$ cat src/design/glzw_pkg.sv
// ----------------------------------------------------------------------------
// GIF LZW packer package
// Shared widths, register indexes, command and status types and helpers.
// ----------------------------------------------------------------------------
package glzw_pkg;

  localparam int MAX_PIXELS_BITS = 24;
  localparam int PIXEL_COUNT_W   = 24;
  localparam int DIV_W           = (MAX_PIXELS_BITS < PIXEL_COUNT_W) ?
                                   MAX_PIXELS_BITS : PIXEL_COUNT_W;
  localparam int CNT_W           = $clog2(DIV_W + 1);
  localparam int CS_W            = 4;
  localparam int PIX_W           = 8;
  localparam int CODE_W          = 9;
  localparam int BUF_W           = 16;
  localparam int FILL_W          = 5;
  localparam int GRP_W           = 8;
  localparam int CFG_IDX_W       = 1;
  localparam int CFG_DATA_W      = PIXEL_COUNT_W;

  typedef enum logic [CFG_IDX_W-1:0] {
    REG_CODE_SIZE   = 1'b0,
    REG_PIXEL_COUNT = 1'b1
  } cfg_reg_t;

  typedef enum logic [2:0] {
    OP_NONE,
    OP_OPEN,
    OP_CLEAR,
    OP_STOP,
    OP_LIT,
    OP_FLUSH
  } code_op_t;

  typedef struct packed {
    logic     load_item;
    code_op_t op;
    logic     extract;
    logic     rel;
  } glzw_cmd_t;

  typedef struct packed {
    logic started;
    logic eoi;
    logic group_zero;
    logic fill_ge8;
    logic fill_nz;
    logic held_valid;
    logic out_free;
    logic mod_busy;
  } glzw_sts_t;

  function automatic logic [CS_W-1:0] eff_size(input logic [CS_W-1:0] cs);
    logic [CS_W-1:0] r;
    if (cs == CS_W'(0)) begin
      r = CS_W'(1);
    end else if (cs > CS_W'(8)) begin
      r = CS_W'(8);
    end else begin
      r = cs;
    end
    return r;
  endfunction

  function automatic logic [GRP_W-1:0] interval_of(input logic [CS_W-1:0] cs);
    logic [CODE_W-1:0] v;
    v = (CODE_W'(1) << cs) - CODE_W'(2);
    if (v == CODE_W'(0)) begin
      v = CODE_W'(1);
    end
    return v[GRP_W-1:0];
  endfunction

endpackage

$ cat src/design/glzw_ifs.sv
// ----------------------------------------------------------------------------
// GIF LZW packer channel interfaces
// Valid/ready channels for pixel words and packed byte words.
// ----------------------------------------------------------------------------
interface glzw_in_if import glzw_pkg::*; ();
  logic             valid;
  logic             ready;
  logic [PIX_W-1:0] pixel;
  logic             end_of_image;

  modport source (output valid, output pixel, output end_of_image, input ready);
  modport sink   (input valid, input pixel, input end_of_image, output ready);
endinterface

interface glzw_out_if import glzw_pkg::*; ();
  logic             valid;
  logic             ready;
  logic [PIX_W-1:0] out_byte;
  logic             run_end;
  logic             stream_end;

  modport source (output valid, output out_byte, output run_end, output stream_end,
                  input ready);
  modport sink   (input valid, input out_byte, input run_end, input stream_end,
                  output ready);
endinterface

$ cat src/design/glzw_mod.sv
// ----------------------------------------------------------------------------
// GIF LZW packer remainder unit
// Restoring bit-serial remainder of the pixel count by the group interval.
// ----------------------------------------------------------------------------
module glzw_mod import glzw_pkg::*; (
  input  logic             clk,
  input  logic             rst_n,
  input  logic             start,
  input  logic [DIV_W-1:0] dividend,
  input  logic [GRP_W-1:0] divisor,
  output logic             busy,
  output logic             done,
  output logic [GRP_W-1:0] rem
);

  logic [DIV_W-1:0] q_r;
  logic [GRP_W-1:0] rem_r, rem_nxt, div_r;
  logic [CNT_W-1:0] cnt_r;
  logic             busy_r, done_r;
  logic [GRP_W:0]   trial, diff;

  always_comb begin
    trial = {rem_r, q_r[DIV_W-1]};
    diff  = trial - {1'b0, div_r};
    if (trial >= {1'b0, div_r}) begin
      rem_nxt = diff[GRP_W-1:0];
    end else begin
      rem_nxt = trial[GRP_W-1:0];
    end
  end

  always_ff @(posedge clk) begin
    if (!rst_n) begin
      busy_r <= 1'b0;
      done_r <= 1'b0;
    end else begin
      done_r <= 1'b0;
      if (start) begin
        q_r    <= dividend;
        rem_r  <= '0;
        div_r  <= divisor;
        cnt_r  <= CNT_W'(DIV_W);
        busy_r <= 1'b1;
      end else if (busy_r) begin
        rem_r <= rem_nxt;
        q_r   <= q_r << 1;
        cnt_r <= cnt_r - CNT_W'(1);
        if (cnt_r == CNT_W'(1)) begin
          busy_r <= 1'b0;
          done_r <= 1'b1;
        end
      end
    end
  end

  assign busy = busy_r;
  assign done = done_r;
  assign rem  = rem_r;

endmodule

$ cat src/design/glzw_dp.sv
// ----------------------------------------------------------------------------
// GIF LZW packer datapath
// Configuration registers, bit buffer, group counter and byte output stage.
// ----------------------------------------------------------------------------
module glzw_dp import glzw_pkg::*; (
  input  logic                  clk,
  input  logic                  rst_n,
  input  logic                  cfg_we,
  input  logic [CFG_IDX_W-1:0]  cfg_index,
  input  logic [CFG_DATA_W-1:0] cfg_data,
  input  logic [PIX_W-1:0]      pixel,
  input  logic                  end_of_image,
  input  glzw_cmd_t             cmd,
  output glzw_sts_t             sts,
  glzw_out_if.source            out_m
);

  logic [CS_W-1:0]          code_size_r;
  logic [PIXEL_COUNT_W-1:0] pixel_count_r;
  logic [PIX_W-1:0]         pixel_r;
  logic                     eoi_r;
  logic [BUF_W-1:0]         buffer_r, buffer_nxt;
  logic [FILL_W-1:0]        fill_r, fill_nxt, width;
  logic [GRP_W-1:0]         group_r, group_nxt, grp_rem;
  logic                     started_r, started_nxt;
  logic [PIX_W-1:0]         held_r, out_byte_r, lit_mask;
  logic                     held_valid_r, out_valid_r, run_end_r, stream_end_r;
  logic [CS_W-1:0]          cs;
  logic [CODE_W-1:0]        clear_code, code;
  logic                     push, mod_busy, mod_done, out_free;

  glzw_mod u_mod (
    .clk      (clk),
    .rst_n    (rst_n),
    .start    (cmd.op == OP_OPEN),
    .dividend (pixel_count_r[DIV_W-1:0]),
    .divisor  (interval_of(cs)),
    .busy     (mod_busy),
    .done     (mod_done),
    .rem      (grp_rem)
  );

  always_comb begin
    cs         = eff_size(code_size_r);
    width      = FILL_W'(cs) + FILL_W'(1);
    clear_code = CODE_W'(1) << cs;
    lit_mask   = PIX_W'((CODE_W'(1) << cs) - CODE_W'(1));
    push       = 1'b1;
    unique case (cmd.op)
      OP_OPEN, OP_CLEAR: code = clear_code;
      OP_STOP:           code = clear_code + CODE_W'(1);
      OP_LIT:            code = {1'b0, pixel_r & lit_mask};
      default: begin
        code = '0;
        push = 1'b0;
      end
    endcase

    buffer_nxt = buffer_r;
    fill_nxt   = fill_r;
    if (cmd.extract) begin
      buffer_nxt = buffer_r >> 8;
      fill_nxt   = fill_r - FILL_W'(8);
    end
    if (push) begin
      buffer_nxt = buffer_r | (BUF_W'(code) << fill_r);
      fill_nxt   = fill_r + width;
    end
    if (cmd.op == OP_FLUSH) begin
      buffer_nxt = '0;
      fill_nxt   = '0;
    end

    group_nxt   = group_r;
    started_nxt = started_r;
    priority if (mod_done) begin
      group_nxt = grp_rem;
    end else if (cmd.op == OP_CLEAR) begin
      group_nxt = interval_of(cs);
    end else if (cmd.op == OP_LIT) begin
      group_nxt = group_r - GRP_W'(1);
    end else if (cmd.op == OP_FLUSH) begin
      group_nxt = '0;
    end
    if (cmd.op == OP_OPEN) begin
      started_nxt = 1'b1;
    end else if (cmd.op == OP_FLUSH) begin
      started_nxt = 1'b0;
    end
  end

  assign out_free = !out_valid_r || out_m.ready;

  always_ff @(posedge clk) begin
    if (!rst_n) begin
      code_size_r   <= CS_W'(8);
      pixel_count_r <= '0;
      buffer_r      <= '0;
      fill_r        <= '0;
      group_r       <= '0;
      started_r     <= 1'b0;
      held_valid_r  <= 1'b0;
      out_valid_r   <= 1'b0;
    end else begin
      if (cfg_we) begin
        unique case (cfg_reg_t'(cfg_index))
          REG_CODE_SIZE:   code_size_r   <= cfg_data[CS_W-1:0];
          REG_PIXEL_COUNT: pixel_count_r <= cfg_data[PIXEL_COUNT_W-1:0];
        endcase
      end
      if (cmd.load_item) begin
        pixel_r <= pixel;
        eoi_r   <= end_of_image;
      end
      buffer_r  <= buffer_nxt;
      fill_r    <= fill_nxt;
      group_r   <= group_nxt;
      started_r <= started_nxt;
      if (cmd.extract) begin
        if (held_valid_r) begin
          out_byte_r   <= held_r;
          run_end_r    <= 1'b0;
          stream_end_r <= 1'b0;
          out_valid_r  <= 1'b1;
        end else if (out_m.ready) begin
          out_valid_r <= 1'b0;
        end
        held_r       <= buffer_r[PIX_W-1:0];
        held_valid_r <= 1'b1;
      end else if (cmd.rel) begin
        out_byte_r   <= held_r;
        run_end_r    <= 1'b1;
        stream_end_r <= eoi_r;
        out_valid_r  <= 1'b1;
        held_valid_r <= 1'b0;
      end else if (out_m.ready) begin
        out_valid_r <= 1'b0;
      end
    end
  end

  assign out_m.valid      = out_valid_r;
  assign out_m.out_byte   = out_byte_r;
  assign out_m.run_end    = run_end_r;
  assign out_m.stream_end = stream_end_r;

  assign sts.started    = started_r;
  assign sts.eoi        = eoi_r;
  assign sts.group_zero = (group_r == '0);
  assign sts.fill_ge8   = (fill_r >= FILL_W'(8));
  assign sts.fill_nz    = (fill_r != '0);
  assign sts.held_valid = held_valid_r;
  assign sts.out_free   = out_free;
  assign sts.mod_busy   = mod_busy;

endmodule

$ cat src/design/glzw_ctrl.sv
// ----------------------------------------------------------------------------
// GIF LZW packer controller
// Sequences the codes of one word and drains the bit buffer into bytes.
// ----------------------------------------------------------------------------
module glzw_ctrl import glzw_pkg::*; (
  input  logic      clk,
  input  logic      rst_n,
  input  logic      in_valid,
  output logic      in_ready,
  input  glzw_sts_t sts,
  output glzw_cmd_t cmd
);

  typedef enum logic [2:0] {
    S_IDLE,
    S_OPEN,
    S_MODW,
    S_BODY,
    S_DRAIN,
    S_FLUSH,
    S_FIN
  } state_t;

  state_t state_r, state_nxt, ret_r, ret_nxt;
  logic   can_move;

  assign can_move = !sts.held_valid || sts.out_free;

  always_comb begin
    state_nxt     = state_r;
    ret_nxt       = ret_r;
    cmd.load_item = 1'b0;
    cmd.op        = OP_NONE;
    cmd.extract   = 1'b0;
    cmd.rel       = 1'b0;
    unique case (state_r)
      S_IDLE: begin
        if (in_valid) begin
          cmd.load_item = 1'b1;
          state_nxt     = sts.started ? S_BODY : S_OPEN;
        end
      end
      S_OPEN: begin
        cmd.op    = OP_OPEN;
        ret_nxt   = S_MODW;
        state_nxt = S_DRAIN;
      end
      S_MODW: begin
        if (!sts.mod_busy) begin
          state_nxt = S_BODY;
        end
      end
      S_BODY: begin
        state_nxt = S_DRAIN;
        priority if (sts.eoi) begin
          cmd.op  = OP_STOP;
          ret_nxt = S_FLUSH;
        end else if (sts.group_zero) begin
          cmd.op  = OP_CLEAR;
          ret_nxt = S_BODY;
        end else begin
          cmd.op  = OP_LIT;
          ret_nxt = S_FIN;
        end
      end
      S_DRAIN: begin
        if (!sts.fill_ge8) begin
          state_nxt = ret_r;
        end else if (can_move) begin
          cmd.extract = 1'b1;
        end
      end
      S_FLUSH: begin
        if (!sts.fill_nz || can_move) begin
          cmd.op      = OP_FLUSH;
          cmd.extract = sts.fill_nz;
          state_nxt   = S_FIN;
        end
      end
      S_FIN: begin
        if (!sts.held_valid) begin
          state_nxt = S_IDLE;
        end else if (sts.out_free) begin
          cmd.rel   = 1'b1;
          state_nxt = S_IDLE;
        end
      end
      default: state_nxt = S_IDLE;
    endcase
  end

  always_ff @(posedge clk) begin
    if (!rst_n) begin
      state_r <= S_IDLE;
      ret_r   <= S_IDLE;
    end else begin
      state_r <= state_nxt;
      ret_r   <= ret_nxt;
    end
  end

  assign in_ready = (state_r == S_IDLE);

endmodule

$ cat src/design/gif_uncompressed_lzw_packer.sv
// ----------------------------------------------------------------------------
// GIF uncompressed LZW packer
// Turns colour indices into GIF LZW bytes of clear, stop and literal codes.
//
// Pixel words enter on in_s (pixel, end_of_image) and packed byte words leave
// on out_m (out_byte, run_end, stream_end); both are valid/ready channels.
// The cfg_ port writes code_size (index 0) and pixel_count (index 1); the user
// must write them only while the block is idle, which the block does not
// enforce. A word is taken only in the idle state, then the controller pushes
// its codes one at a time into a 16-bit bit buffer and, after each code, drains
// full bytes one per cycle while the output can take them. A clear code goes
// before the literal when the group counter is zero, and an end word sends the
// stop code and flushes the remaining bits. The first word of an image also
// sends the opening clear code and runs the bit-serial remainder unit for the
// first group length. The last byte of a word is held back one stage so that
// it can carry run_end. A stalled receiver holds the output register and then
// the held byte, and the block waits when both are full. Reset empties the bit
// buffer, marks no image as started and sets code_size to 8, pixel_count to 0.
// ----------------------------------------------------------------------------
module gif_uncompressed_lzw_packer import glzw_pkg::*; (
  input  logic                  clk,
  input  logic                  rst_n,
  input  logic                  cfg_we,
  input  logic [CFG_IDX_W-1:0]  cfg_index,
  input  logic [CFG_DATA_W-1:0] cfg_data,
  glzw_in_if.sink               in_s,
  glzw_out_if.source            out_m
);

  glzw_cmd_t cmd;
  glzw_sts_t sts;
  logic      in_ready;

  glzw_ctrl u_ctrl (
    .clk      (clk),
    .rst_n    (rst_n),
    .in_valid (in_s.valid),
    .in_ready (in_ready),
    .sts      (sts),
    .cmd      (cmd)
  );

  glzw_dp u_dp (
    .clk          (clk),
    .rst_n        (rst_n),
    .cfg_we       (cfg_we),
    .cfg_index    (cfg_index),
    .cfg_data     (cfg_data),
    .pixel        (in_s.pixel),
    .end_of_image (in_s.end_of_image),
    .cmd          (cmd),
    .sts          (sts),
    .out_m        (out_m)
  );

  assign in_s.ready = in_ready;

  a_one_word: assert property (@(posedge clk) disable iff (!rst_n)
    (in_s.valid && in_s.ready) |=> !in_s.ready)
    else $error("word accepted on two consecutive cycles");

  a_idle_clean: assert property (@(posedge clk) disable iff (!rst_n)
    in_s.ready |-> (!sts.held_valid && !sts.fill_ge8 && !sts.mod_busy))
    else $error("idle with bytes or remainder work pending");

  a_stream_end: assert property (@(posedge clk) disable iff (!rst_n)
    (out_m.valid && out_m.stream_end) |-> out_m.run_end)
    else $error("stream end byte without run end");

  a_no_overrun: assert property (@(posedge clk) disable iff (!rst_n)
    (cmd.extract && sts.held_valid) |-> sts.out_free)
    else $error("held byte moved into an occupied output register");

endmodule
$ cat src/flat_wrapper.sv
// flat-port wrapper written by rule: the top's interface ports become plain ports
module gif_uncompressed_lzw_packer_flat import glzw_pkg::*;
  (clk, rst_n, cfg_we, cfg_index, cfg_data, in_s_valid, in_s_pixel, in_s_end_of_image, in_s_ready, out_m_valid, out_m_out_byte, out_m_run_end, out_m_stream_end, out_m_ready);
  glzw_in_if in_s_i ();
  glzw_out_if out_m_i ();
  input  logic clk;
  input  logic rst_n;
  input  logic cfg_we;
  input  logic [CFG_IDX_W-1:0] cfg_index;
  input  logic [CFG_DATA_W-1:0] cfg_data;
  input wire logic [$bits(in_s_i.valid)-1:0] in_s_valid;
  input wire logic [$bits(in_s_i.pixel)-1:0] in_s_pixel;
  input wire logic [$bits(in_s_i.end_of_image)-1:0] in_s_end_of_image;
  output wire logic [$bits(in_s_i.ready)-1:0] in_s_ready;
  output wire logic [$bits(out_m_i.valid)-1:0] out_m_valid;
  output wire logic [$bits(out_m_i.out_byte)-1:0] out_m_out_byte;
  output wire logic [$bits(out_m_i.run_end)-1:0] out_m_run_end;
  output wire logic [$bits(out_m_i.stream_end)-1:0] out_m_stream_end;
  input wire logic [$bits(out_m_i.ready)-1:0] out_m_ready;
  assign in_s_i.valid = in_s_valid;
  assign in_s_i.pixel = in_s_pixel;
  assign in_s_i.end_of_image = in_s_end_of_image;
  assign in_s_ready = in_s_i.ready;
  assign out_m_valid = out_m_i.valid;
  assign out_m_out_byte = out_m_i.out_byte;
  assign out_m_run_end = out_m_i.run_end;
  assign out_m_stream_end = out_m_i.stream_end;
  assign out_m_i.ready = out_m_ready;
  gif_uncompressed_lzw_packer u_core (.clk(clk), .rst_n(rst_n), .cfg_we(cfg_we), .cfg_index(cfg_index), .cfg_data(cfg_data), .in_s(in_s_i), .out_m(out_m_i));
endmodule
$ cat config.mk
export PLATFORM = sky130hd
export DESIGN_NAME = gif_uncompressed_lzw_packer_flat
export DESIGN_NICKNAME = d
export VERILOG_FILES = /design/src/design/glzw_pkg.sv /design/src/design/glzw_ifs.sv /design/src/design/glzw_mod.sv /design/src/design/glzw_dp.sv /design/src/design/glzw_ctrl.sv /design/src/design/gif_uncompressed_lzw_packer.sv /design/src/flat_wrapper.sv
export SDC_FILE = /design/constraint.sdc
export NUM_CORES = 1
export LEC_CHECK = 0
export BUFFER_PORTS_ARGS = -buffer_cell sky130_fd_sc_hd__buf_2
export CORE_AREA = 2 2 147 149
export CTS_CLUSTER_DIAMETER = 40
export DETAILED_ROUTE_END_ITERATION = 10
export DIE_AREA = 0 0 149 151
export GPL_TIMING_DRIVEN = 0
export SLEW_MARGIN = 25
export SYNTH_ARGS = -nofsm -noshare
export SYNTH_HDL_FRONTEND = slang
export SYNTH_HIERARCHICAL = 1
export SYNTH_SLANG_ARGS = --single-unit
$ cat constraint.sdc
create_clock -name clk -period 6.56 [get_ports clk]
set_input_delay 0.984 -clock clk [delete_from_list [all_inputs] [get_ports clk]]
set_output_delay 0.984 -clock clk [all_outputs]
set_load 0.005 [all_outputs]
==> impl_metrics.csv, run 1 <==
group,metric,value,unit
outcome,status,"finished, final reports clean",
clock_tree,cts_resized,0,
layout,fin_nets,900,
die,initial_utilization,37.4,%
grt,antenna_found_initial,0,
worst_setup_path,worstPathMaxFanout,10,
synthesis,ys_seq_area_share,45.3,%
synthesis,ys_async_sr_fraction,0,%
detailed_routing,ant_nets,0,
hold_path,hold_depth,0,
clock_tree,cts.clk_slew.worst_paths,70,ps
die,num_io_pins,51,
layout,area_delta_synth_final,16.0,%
flow_run,drv_cap,0,
layout,layout-drive-gt1-share,20.4,%
hold_path,min_to,"u_core/u_dp/out_m.out_byte[7]",
detailed_routing,via_per_inst,5.24,
grt,grt_first_pass_wirelength,29700,um
detailed_routing,wl_per_cell,16.2,um
sta,finalHoldViolCount,0,
clock_tree,cts_setup_buffers,0,
place,pre_cts_ws,2510,ps
sta,tns,0,ps
hold_path,holdCritStartpoint,"u_core/u_dp/held_r[7]",
synthesis,yosysWarnings,6,
worst_setup_path,path_class,"reg -> reg",
worst_setup_path,critical_path.cell_chain,"or4_1 > nor4b_1 > nor3_1 > a21oi_1 > nor2b_1 > buf_4 > nor3_1 > clkbuf_1 > clkbuf_1 > nand2_1 > inv_1",
clock_tree,cts.sinks,140,
clock_tree,numCtsBuffers,17,
clock_tree,cts-root-buf,"clkbuf_16",
place,port_buffers,50,
layout,seqCellArea,0.00352,sq mm
layout,diodes,0,
layout,layout_common_cells,"84 x nand2_1, 72 x edfxtp_1, 68 x dfxtp_1",
die,fp.dieArea,0.0225,sq mm
power,power,2.41,mW
synthesis,synth-edff-count,72,
worst_setup_path,r2r_end,"u_core/u_dp/u_mod/div_r[4]",
sta,clock.fmax,243,MHz
layout,final_common_cell,"nand2_1",
worst_setup_path,crit_path_start_kind,"flop",
die,die_h,151,um
place,numPlacedInstances,1093,
worst_setup_path,r2r_setup_slack,2450,ps
detailed_routing,drt_iter0_drc,492,
worst_setup_path,arrival,4200,ps
synthesis,syn_inst,766,
worst_setup_path,max_stage_delay,610,ps
die,rows,53,
synthesis,ys_ff_latch,140,
synthesis,netlist_area,0.00778,sq mm
place,place_congestion,0.929,
worst_setup_path,crit_required,6650,ps
grt,track_usage,16.9,%
die,die_x,149,um
synthesis,yosys_most_used_dff,"edfxtp_1",
clock_tree,htree_levels,4,
layout,multi_input_area,0.00387,sq mm
worst_setup_path,end_kind,"flop",
power,peakVddDrop,0.000143,V
worst_setup_path,r2r_start,"u_core/u_dp/group_r[2]",
clock_tree,cts_buffer_depth,2,
worst_setup_path,path_buf_inv,4,
grt,grt_pass1_vias,5567,
grt,grt_max_degree,22,
sta,slew_headroom,39.2,%
power,power-per-cell-area,267,mW/mm^2
place,place_hpwl,13100,um
clock_tree,cts_tree,"built",
worst_setup_path,slowest_stage,"or4_1",
sta,slew_violations,0,
worst_setup_path,r2r_cells,11,
grt,grt_remaining_overflow,0,
layout,instances_no_fill,1125,
clock_tree,holdBufCountCts,0,
detailed_routing,dr.pass1.iters,8,
layout,fillCellCount,2013,
sta,finalCritPeriodShare,62.6,%
hold_path,hp-class,"reg -> reg",
synthesis,syn_avg_cell_area,10.2,sq um
clock_tree,clk-insertion-delay-late,430,ps
synthesis,synth_cell_types,106,
sta,fin_crit,4110,ps
worst_setup_path,critPathLaunch,"u_core/u_dp/group_r[2]",
worst_setup_path,path_delay_family,"simple AND/OR/NAND/NOR gates",
detailed_routing,num_vias,5899,
sta,rsz0062_at_grt,"false",
sta,fin_worst_skew,13.9,ps
sta,worst_slack,2450,ps
die,core_area,0.0208,sq mm
power,p_leak,3.41,nW
sta,tightest_slew,906,ps
detailed_routing,wl,18200,um
detailed_routing,drc,0,
sta,setup_viol,0,
report_power, final:
part	internal (mW)	switching [mW]
Combinational	0.178	0.241
Clock	0.519	0.453
Sequential	0.983	0.0336
final cells by class:
cell class / instances / share of cell area, %
Multi-Input combinational cell: 543 / 42.9
Sequential cell: 140 / 39.0
Clock buffer: 17 / 4.71
Tap cell: 275 / 3.81
Timing Repair Buffer: 51 / 3.08
Buffer: 44 / 2.67
Clock inverter: 15 / 2.15
Inverter: 40 / 1.66
cells by family (layout without fill, tap and decap cells):
group | Yosys count | count (layout) | synth area share (%)
simple gates | 268 | 268 | 18.4
compound gates | 198 | 198 | 20.2
flops | 140 | 140 | 45.3
buf+inv | 84 | 167 | 5.03
mux | 35 | 35 | 5.10
fa+ha+maj | 24 | 24 | 4.05
xor+xnor | 15 | 15 | 1.78
other cells | 2 | 3 | 0.0965
flip-flops by register name (all words and copies together), names as in the netlist:
name and count:
u_core/u_dp/held_r 8, u_core/u_dp/eoi_r 1, u_core/u_dp/u_mod/div_r 8, u_core/u_dp/pixel_r 8, u_core/u_dp/code_size_r 4, u_core/u_dp/u_mod/q_r 24, u_core/u_dp/u_mod/busy 1, u_core/u_dp/started_r 1
u_core/u_dp/fill_r 5, u_core/u_dp/out_m.valid 1, u_core/u_ctrl/ret_r 3, u_core/u_dp/buffer_r 16, u_core/u_dp/u_mod/done 1, u_core/u_dp/pixel_count_r 24, u_core/u_dp/u_mod/rem 8, u_core/u_dp/u_mod/cnt_r 5
u_core/u_dp/out_m.run_end 1, u_core/u_dp/out_m.stream_end 1, u_core/u_dp/group_r 8, u_core/u_dp/out_m.out_byte 8, u_core/u_ctrl/state_r 3, u_core/u_dp/held_valid_r 1
Yosys cell counts (all sizes together), types with 9 or more instances:
cell | count | area, sq um
ha | 22 | 275
o21a | 13 | 105
o21ai | 22 | 110
mux2 | 28 | 327
nand3 | 15 | 75.1
buf | 23 | 163
nand2b | 20 | 145
a21boi | 32 | 240
a21oi | 31 | 159
a211oi | 9 | 72.6
nand2 | 85 | 322
edfxtp | 72 | 2160
inv | 38 | 143
nor2b | 22 | 153
and2 | 10 | 62.6
nor3 | 19 | 116
nor2 | 56 | 213
clkbuf | 21 | 78.8
xnor2 | 10 | 87.6
dfxtp | 68 | 1360
routing by layer:
layer | share of wire (%) | wire length (um) | up-vias | track usage [%]
met3 | 5.9 | 1070 | 15 | 3.19
met1 | 51 | 9230 | 2771 | 25.3
met2 | 42 | 7720 | 166 | 24.6
li1 | - | - | 2947 | -
met4 | 1.0 | 191 | 0 | 5.05
met5 | 0 | 0 | - | 0
worst max path at each step:
stage / cells after the start / endpoint
2_1_floorplan: 10 / u_core/u_dp/u_mod/cnt_r[0]
3_3_place_gp: 11 / u_core/u_dp/u_mod/q_r[9]
3_5_place_dp: 13 / u_core/u_dp/u_mod/div_r[4]
4_1_cts: 11 / u_core/u_dp/u_mod/div_r[3]
5_1_grt: 11 / u_core/u_dp/u_mod/div_r[3]
6_report: 11 / u_core/u_dp/u_mod/div_r[4]
worst register-to-register path: stages (launching register included):
cell and delay, ps:
dfxtp_1 350, or4_1 610, nor4b_1 600, nor3_1 110, a21oi_1 170, nor2b_1 110
buf_4 210, nor3_1 340, clkbuf_1 400, clkbuf_1 450, nand2_1 140, inv_1 290
metrics by stage:
| stage | hold WS (ps) | utilization [%] | area (sq um) |
|---|---|---|---|
| after floorplan | 400 | - | 7790 |
| after CTS | 424 | 43.4 | 9030 |
| final | 422 | 43.4 | 9030 |
| after global routing | 428 | 43.4 | 9030 |
| after detailed placement | 408 | 40.4 | 8410 |
| after global placement | 402 | 40.2 | 8380 |
(Power assumes the default switching activity.)
==> run 2: changes to the inputs <==
Clock period 6.56 ns to 4.22 ns, I/O delays scaled along.
==> impl_metrics.csv, run 2 (same netlist as run 1, synthesis figures left out) <==
group,metric,value,unit
layout,layout-drive-gt1-share,20.8,%
detailed_routing,wl,18200,um
detailed_routing,via_per_inst,5.28,
hold_path,hp-class,"in -> reg",
detailed_routing,dr.pass1.iters,7,
power,power,3.74,mW
clock_tree,numCtsBuffers,17,
outcome,status,"finished, final reports clean",
worst_setup_path,crit_required,4350,ps
sta,setup_viol,0,
place,place_hpwl,13100,um
layout,final_common_cell,"nand2_1",
power,switchingPower,1.13,mW
layout,reg.largest.list,"u_core/u_dp/pixel_count_r (24), u_core/u_dp/u_mod/q_r (24), u_core/u_dp/buffer_r (16)",
layout,instances_no_fill,1125,
clock_tree,clk-insertion-delay-late,430,ps
die,rows,53,
sta,fin_crit,3930,ps
die,initial_utilization,37.4,%
detailed_routing,wl_per_cell,16.2,um
sta,fin_worst_skew,14.1,ps
worst_setup_path,critical_path.cell_chain,"clkbuf_1 > nor2_1 > nand3_1 > a31oi_1 > o21a_1 > buf_4 > inv_1 > nor3_1 > clkbuf_1 > o21a_2 > buf_16",
worst_setup_path,path_class,"reg -> reg",
power,p_sw_share,30.2,%
worst_setup_path,crit_path_start_kind,"flop",
clock_tree,cts_buffer_depth,2,
worst_setup_path,worstPathMaxFanout,21,
sta,clock.fmax,255,MHz
power,p_seq_share,42.2,%
power,p_leak,3.42,nW
detailed_routing,num_vias,5938,
power,peakVddDrop,0.000232,V
place,place_congestion,0.929,
clock_tree,cts.sinks,140,
die,core_area,0.0208,sq mm
die,die_x,149,um
power,power-per-cell-area,414,mW/mm^2
place,port_buffers,50,
die,fp.dieArea,0.0225,sq mm
worst_setup_path,end_kind,"flop",
place,numPlacedInstances,1093,
layout,fillCellCount,2015,
detailed_routing,drc,0,
worst_setup_path,cpMostUsedCell,"clkbuf_1",
detailed_routing,ant_nets,0,
grt,track_usage,16.9,%
layout,area_delta_synth_final,16.1,%
clock_tree,cts.clk_slew.worst_paths,70,ps
worst_setup_path,r2r_setup_slack,290,ps
worst_setup_path,path_delay_family,"buffers and inverters",
worst_setup_path,path_buf_inv,5,
power,power.internal,2.61,mW
sta,tns,0,ps
die,num_io_pins,51,
sta,rsz0062_at_grt,"false",
grt,grt_max_degree,22,
layout,final_area,0.00904,sq mm
clock_tree,cts-root-buf,"clkbuf_16",
worst_setup_path,max_stage_delay,530,ps
power,p_clk_share,40.3,%
sta,finalHoldViolCount,0,
sta,tightest_slew,933,ps
flow_run,drv_cap,0,
sta,slew_violations,0,
clock_tree,htree_levels,4,
layout,layout_common_cells,"84 x nand2_1, 72 x edfxtp_1, 68 x dfxtp_1",
clock_tree,cts_tree,"built",
worst_setup_path,arrival,4060,ps
place,placed_area,0.00841,sq mm
clock_tree,cts_setup_buffers,0,
grt,grt_first_pass_wirelength,29700,um
worst_setup_path,slowest_stage,"o21a_2",
grt,grt_remaining_overflow,0,
power,combinationalPowerShare,17.4,%
sta,finalCritPeriodShare,93.1,%
layout,diodes,0,
grt,antenna_found_initial,0,
sta,slew_headroom,37.4,%
detailed_routing,drt_iter0_drc,519,
grt,grt_pass1_vias,5567,
layout,fin_nets,900,
die,die_h,151,um
## run 2: changes by cell type in the layout (fill, tap and decap cells not counted), sizes merged
cell    before  now
clkbuf      38   40
buf         74   72
## run 2: area by class of cell
class                      count  area (sq um)  share of cell area [%]
timing repair buffer          51           278                    3.07
inverter                      40           150                    1.66
clock buffer                  17           425                    4.71
tap                          275           344                    3.81
multi-input combinational    543          3880                    42.9
buffer                        44           245                    2.71
sequential                   140          3520                    39.0
clock inverter                15           194                    2.15
## run 2: layer usage
metal	wire length [um]	global-route usage [%]	share of wire [%]	up-vias
li1	-	-	-	2944
met1	9300	25.3	51	2775
met2	7660	24.6	42	200
met3	989	3.19	5.4	19
met4	217	5.05	1.2	0
met5	0	0	0	-
## run 2: path summary, 6_finish.rpt
check / startpoint / end / cells past startpoint
worst max-delay path: u_core/u_dp/fill_r[2] / u_core/u_dp/u_mod/q_r[1] / 11
worst min-delay path: in_s_pixel[2] / u_core/u_dp/pixel_r[2] / 1
worst max register to register: u_core/u_dp/fill_r[2] / u_core/u_dp/u_mod/q_r[1] / 11
worst min register to register: u_core/u_dp/held_r[7] / u_core/u_dp/out_m.out_byte[7] / 0
## run 2: what timing repair did
item                                    in CTS  in global routing
hold buffers                                 0                  0
endpoints found under the setup margin       0                 21
resized for setup                            0                  5
## run 2: power by group through the flow
stage | registers (mW) | logic, mW | clock network [mW]
after floorplan | 1.59 | 0.488 | 0
after global placement | 1.61 | 0.632 | 0
after detailed placement | 1.61 | 0.645 | 0
after CTS | 1.58 | 0.648 | 1.55
after global routing | 1.59 | 0.725 | 1.61
final | 1.58 | 0.652 | 1.51
## run 2: metrics by stage
step / hold slack (ps) / util (%) / setup WS (ps)
after floorplan: 400 / - / 577
after global placement: 402 / 40.2 / -399
after detailed placement: 408 / 40.4 / 178
after CTS: 359 / 43.4 / 129
after global routing: 368 / 43.4 / 21.4
final: 378 / 43.4 / 293
## run 2: worst reg2reg max path, delay by kind of cell, from the launching register on
kind	cells	cell delay (ps)
buffers and inverters	5	1260
AND/OR/NAND/NOR	3	970
flip-flops	1	400
AO/OA/AOI/OAI	3	1010
